File: config.mk
export PLATFORM = sky130hd
export DESIGN_NAME = kmr_ctrl
export DESIGN_NICKNAME = d
export VERILOG_FILES = /design/src/rtl/core/kmr_pkg.sv /design/src/rtl/core/kmr_ctrl.sv
export SDC_FILE = /design/constraint.sdc
export NUM_CORES = 1
export LEC_CHECK = 0
export BUFFER_PORTS_ARGS = -buffer_cell sky130_fd_sc_hd__buf_2
export CORE_AREA = 2 2 39 41
export DETAILED_ROUTE_END_ITERATION = 10
export DIE_AREA = 0 0 41 43
export GPL_ROUTABILITY_DRIVEN = 0
export SYNTH_ARGS = -nofsm -noshare
export SYNTH_HDL_FRONTEND = slang
export SYNTH_SLANG_ARGS = --single-unit
File: constraint.sdc
create_clock -name clk_i -period 2.4 [get_ports clk_i]
set_input_delay 0.48 -clock clk_i [delete_from_list [all_inputs] [get_ports clk_i]]
set_output_delay 0.48 -clock clk_i [all_outputs]
set_load 0.03 [all_outputs]
File: src/rtl/core/kmr_pkg.sv
// ---------------------------------------------------------------------------
// kmr_pkg: shared types and constants of the keyboard macro recorder
// Holds the field codes, register indexes, the store entry layout and the
// command and status structs between controller and datapath.
// ---------------------------------------------------------------------------
`timescale 1ns / 1ps
`default_nettype none

package kmr_pkg;

  localparam int unsigned CODE_W    = 10;
  localparam int unsigned ACTION_W  = 2;
  localparam int unsigned ENTRY_W   = CODE_W + 1;
  localparam int unsigned CFG_IDX_W = 2;

  // Input tdata: key_code, key_action, zero fill to 16 bits.
  localparam int unsigned IN_DATA_W  = 16;
  // Output tdata: pass_through, record_light, replay_code, replay_press,
  // zero fill to 16 bits.
  localparam int unsigned OUT_DATA_W = 16;

  localparam logic FUNC_KEY  = 1'b0;
  localparam logic FUNC_TICK = 1'b1;

  localparam logic [ACTION_W-1:0] ACT_RELEASE = 2'd0;
  localparam logic [ACTION_W-1:0] ACT_REPEAT  = 2'd2;

  localparam logic [CFG_IDX_W-1:0] REG_RECORD_KEY   = 2'd0;
  localparam logic [CFG_IDX_W-1:0] REG_PLAYBACK_KEY = 2'd1;

  localparam logic [CODE_W-1:0] RECORD_KEY_RESET   = 10'd70;
  localparam logic [CODE_W-1:0] PLAYBACK_KEY_RESET = 10'd41;

  typedef enum logic [1:0] {
    ST_IDLE,
    ST_WR2,
    ST_RES
  } ctrl_state_e;

  typedef struct packed {
    logic accept;  // input beat taken this cycle
    logic wr2;     // second store write of an autorepeat
    logic load;    // move the pending result into the output register
  } ctrl_cmd_t;

  typedef struct packed {
    logic store_two;  // the offered event is stored as release plus press
  } dp_status_t;

endpackage

`default_nettype wire

File: src/rtl/core/kmr_ctrl.sv
// ---------------------------------------------------------------------------
// kmr_ctrl: sequencing of one item at a time
// Takes an input beat, adds a second store write for a recorded autorepeat and
// hands the result to the output register once it is free.
// ---------------------------------------------------------------------------
`timescale 1ns / 1ps
`default_nettype none

module kmr_ctrl (
  input  wire logic                clk_i,
  input  wire logic                rst_ni,
  input  wire logic                in_valid_i,
  output logic                     in_ready_o,
  output logic                     out_valid_o,
  input  wire logic                out_ready_i,
  input  wire kmr_pkg::dp_status_t status_i,
  output kmr_pkg::ctrl_cmd_t       cmd_o
);

  import kmr_pkg::*;

  ctrl_state_e state_q, state_d;
  logic        out_valid_q, out_valid_d;
  logic        out_free;

  always_ff @(posedge clk_i or negedge rst_ni) begin
    if (!rst_ni) begin
      state_q     <= ST_IDLE;
      out_valid_q <= 1'b0;
    end else begin
      state_q     <= state_d;
      out_valid_q <= out_valid_d;
    end
  end

  always_comb begin
    state_d      = state_q;
    cmd_o        = '0;
    in_ready_o   = 1'b0;
    out_free     = !out_valid_q || out_ready_i;
    case (state_q)
      ST_IDLE: begin
        in_ready_o   = 1'b1;
        cmd_o.accept = in_valid_i;
        if (in_valid_i) begin
          state_d = status_i.store_two ? ST_WR2 : ST_RES;
        end
      end
      ST_WR2: begin
        cmd_o.wr2 = 1'b1;
        state_d   = ST_RES;
      end
      ST_RES: begin
        if (out_free) begin
          cmd_o.load = 1'b1;
          state_d    = ST_IDLE;
        end
      end
      default: begin
        state_d = ST_IDLE;
      end
    endcase
    if (cmd_o.load) begin
      out_valid_d = 1'b1;
    end else if (out_ready_i) begin
      out_valid_d = 1'b0;
    end else begin
      out_valid_d = out_valid_q;
    end
  end

  assign out_valid_o = out_valid_q;

  a_load_free: assert property (@(posedge clk_i) disable iff (!rst_ni)
    cmd_o.load |-> (!out_valid_q || out_ready_i))
    else $error("result loaded over an untaken beat");

  a_accept_busy: assert property (@(posedge clk_i) disable iff (!rst_ni)
    cmd_o.accept |=> (state_q != ST_IDLE))
    else $error("controller idle right after an accepted beat");

  a_wr2_after_accept: assert property (@(posedge clk_i) disable iff (!rst_ni)
    (state_q == ST_WR2) |-> $past(cmd_o.accept && status_i.store_two))
    else $error("second store write without an autorepeat");

endmodule

`default_nettype wire

Yosys cells after proc, flatten, opt, wreduce, memory -nomap -nowiden

Index checks and enable logic that the tools add are counted.

Register bits after elaboration: 3
Input bits: 5
Output and inout bits: 5
Word-level logic and storage cells: 22

Eq/ne operators: 4
Mux-type cells: 11
Reductions and logical operators: 5

Operators by type and width:

| operator             | number |
|---|---|
| $mux W1              | 7 |
| $mux W2              | 3 |
| $pmux W2 S3          | 1 |
| $ne A2 B2 Y1 const B | 2 |
| $eq A2 B1 Y1 const B | 1 |
| $eq A2 B2 Y1 const B | 1 |
| $logic_not A2 Y1     | 1 |
| $reduce_and A2 Y1    | 1 |
| $reduce_bool A2 Y1   | 1 |
| $logic_not A1 Y1     | 1 |
| $logic_or A1 B1 Y1   | 1 |

Longest topological paths before layout

Word-level depth: 5
Depth in mapped cells: 3

Worst setup path after synthesis

No wires, ideal clock.

Path type: register to output
Start point: register state_q[1]
End point: output port cmd_o[2] in the netlist's numbering
Arrival: 1.296 ns
Path slack: 0.624 ns
Cell stages (with the launch flop): 3
Path through: dfrtp_1 > nor2_1 > and2_1

RTL lines:

| what                     | line           | text |
|---|---|---|
| start: declaration       | kmr_ctrl.sv:22 | `ctrl_state_e state_q, state_d;` |
| start signal: assignment | kmr_ctrl.sv:31 | `state_q <= state_d;` |
| end: declaration         | kmr_ctrl.sv:17 | `output kmr_pkg::ctrl_cmd_t cmd_o` |

==> reports/qor.yml <==
run_status:
  outcome: "finished clean"
timing:
  fin_crit_ns: 1.66
  tns_ns: 0
  layout_setup_ws_ns: 0.736
  slew_headroom: 0.838
  tightest_slew_ns: 0.242
  timing.final.crit_share: 0.694
  fin_skew_ns: 0.000481
  maxSlewViolCount: 0
  hold_viol: 0
  setup_viol_count_final: 0
  fmax_mhz: 601
  rsz0062_at_grt: "false"
cts:
  cts.repair.resized: 0
  cts_made_buffers: 3
  cts_tree: "done"
  cts_hold_buf: 0
  clkLatencyLatePin_ns: 0.23
  post-cts-setup-buffers: 0
  clock-sinks: 3
  cts.path.max_buffers: 2
  clk_pin_slew_ns: 0.04
  root_buffer: "clkbuf_4"
  cts_max_level: 1
setup_path:
  cp-end-kind: "output pin"
  ff2ff_setup_slack_ns: 1.42
  cp_slowest_cell: "dfrtp_1"
  max_stage_delay_ns: 0.40
  required_ns: 1.92
  crit_type: "reg2out"
  cp_top_family: "flip-flops"
  cp-start-kind: "register"
  crit_chain: "nor2_1 > and2_1 > buf_2"
  crit_buf_inv: 1
  arrival_ns: 1.18
  path_max_fanout: 4
power_and_ir_drop:
  p_per_area_nw_per_um2: 1390
  p_leak_nw: 0.129
  ir_worst_vdd_uv: 186
final_layout:
  layout_commonest_cell: "buf_2"
  final_cell_mix: "9 x buf_2, 3 x clkbuf_4, 3 x dfrtp_1, 2 x inv_1, 2 x nand2b_1"
  syn_to_final_growth_pct: 53.6
  antenna_cells: 0
  drive_gt1_frac: 0.464
  fin_nets: 34
floorplanning:
  die_h_um: 43
  die_w_um: 41
  coreArea_um2: 1380
  ios: 10
  rows: 14
  start_util: 0.113
  dieArea_um2: 1760
routing:
  drt-initial-drc-count: 2
  via_per_inst: 3.18
  drt-total-wl_um: 338
  firstDrtPassIters: 4
  final_antenna_net_count: 0
  vias: 140
  drc: 0
  routedWlPerCell_um: 7.68
yosys:
  yosysUniqueCellTypes: 12
  yosys_warnings: 0
  yosysTopAreaCellShare: 0.480
  synth.cell_area_um2: 156
  synth_area_per_cell_um2: 9.78
  ys_seq_elements: 3
  synth.area.top_cells: "dfrtp_1 48%, a22oi_2 8.0%, nand2b_1 8.0%"
  ys_seq_area_frac: 0.480
  synthCells: 16
  yosysTopAreaCell: "dfrtp_1"
  syn_nets: 21
grt:
  globalRoute.totalOverflow: 0
  grt_use_total: 0.0575
  grt_pass1_wl_um: 531
  grt_pass1_vias: 139
  grt_max_degree: 5
  antenna_found_initial: 0
placement:
  dp_hpwl_um: 268
  place_ws_ns: 0.968
  numPortBuffers: 9
min_path:
  hold_class: "in2async"
run:
  cap_violations: 0
==> cells by family after synthesis <==
group           after synthesis  share of synthesized area
simple gates                  7                      0.280
buf+inv                       3                     0.0960
compound gates                3                      0.144
flops                         3                      0.480
==> cells in the mapped netlist <==
cell type	instances
a22oi_2	1
dfrtp_1	3
nor2_1	1
or3b_1	1
and3_1	1
nand2b_1	2
a21oi_1	1
o21ai_0	1
and2_1	1
buf_4	1
inv_1	2
nor2b_1	1
==> state kept, by name, summed over array words and instances (netlist names) <==
signal       flops
out_valid_o      1
state_q          2
==> metrics by stage <==
stage,util,hold slack (ns),area [µm²],power (W),std cells
detailed placement,0.155,0.277,214,0.000249,40
global placement,0.155,0.276,214,0.000247,40
global route,0.174,0.0144,240,0.000363,44
floorplan,-,0.184,156,0.000215,16
finish,0.174,0.0360,240,0.000333,44
CTS,0.174,0.0257,240,0.000342,44
==> worst paths after layout <==
check / startpoint / end / cells past startpoint
max in group asynchronous: rst_ni / state_q[1] / 1
worst min-delay path: rst_ni / out_valid_o / 1
min in group clk_i: out_ready_i / out_valid_o / 2
worst max-delay path: state_q[1] / cmd_o[2] / 3
worst max register to register: state_q[0] / state_q[1] / 2
worst min register to register: state_q[1] / state_q[1] / 1
==> area by class of cell <==
class                   instances  area (µm²)
repair buffers                  9        45.0
well taps                      16        20.0
inverters                       2        7.51
flip-flops and latches          3        75.1
multi-input cells              10        66.3
fillers                       161        1140
clock buffers                   4        26.3
==> per-layer routing <==
metal	part of all wire	vias up	GRT usage
met5	0	-	0
met4	0	0	0.0800
met3	0.092	0	0.0628
met2	0.55	5	0.0688
met1	0.36	61	0.0358
li1	-	74	-
==> where the power goes <==
group / switching [W] / internal (W) / total (W)
Combinational: 0.000106 / 0.0000510 / 0.000157
Clock: 0.0000243 / 0.0000622 / 0.0000865
Sequential: 0.0000185 / 0.0000710 / 0.0000895
Total: 0.000149 / 0.000184 / 0.000333
(Power assumes the default switching activity.)
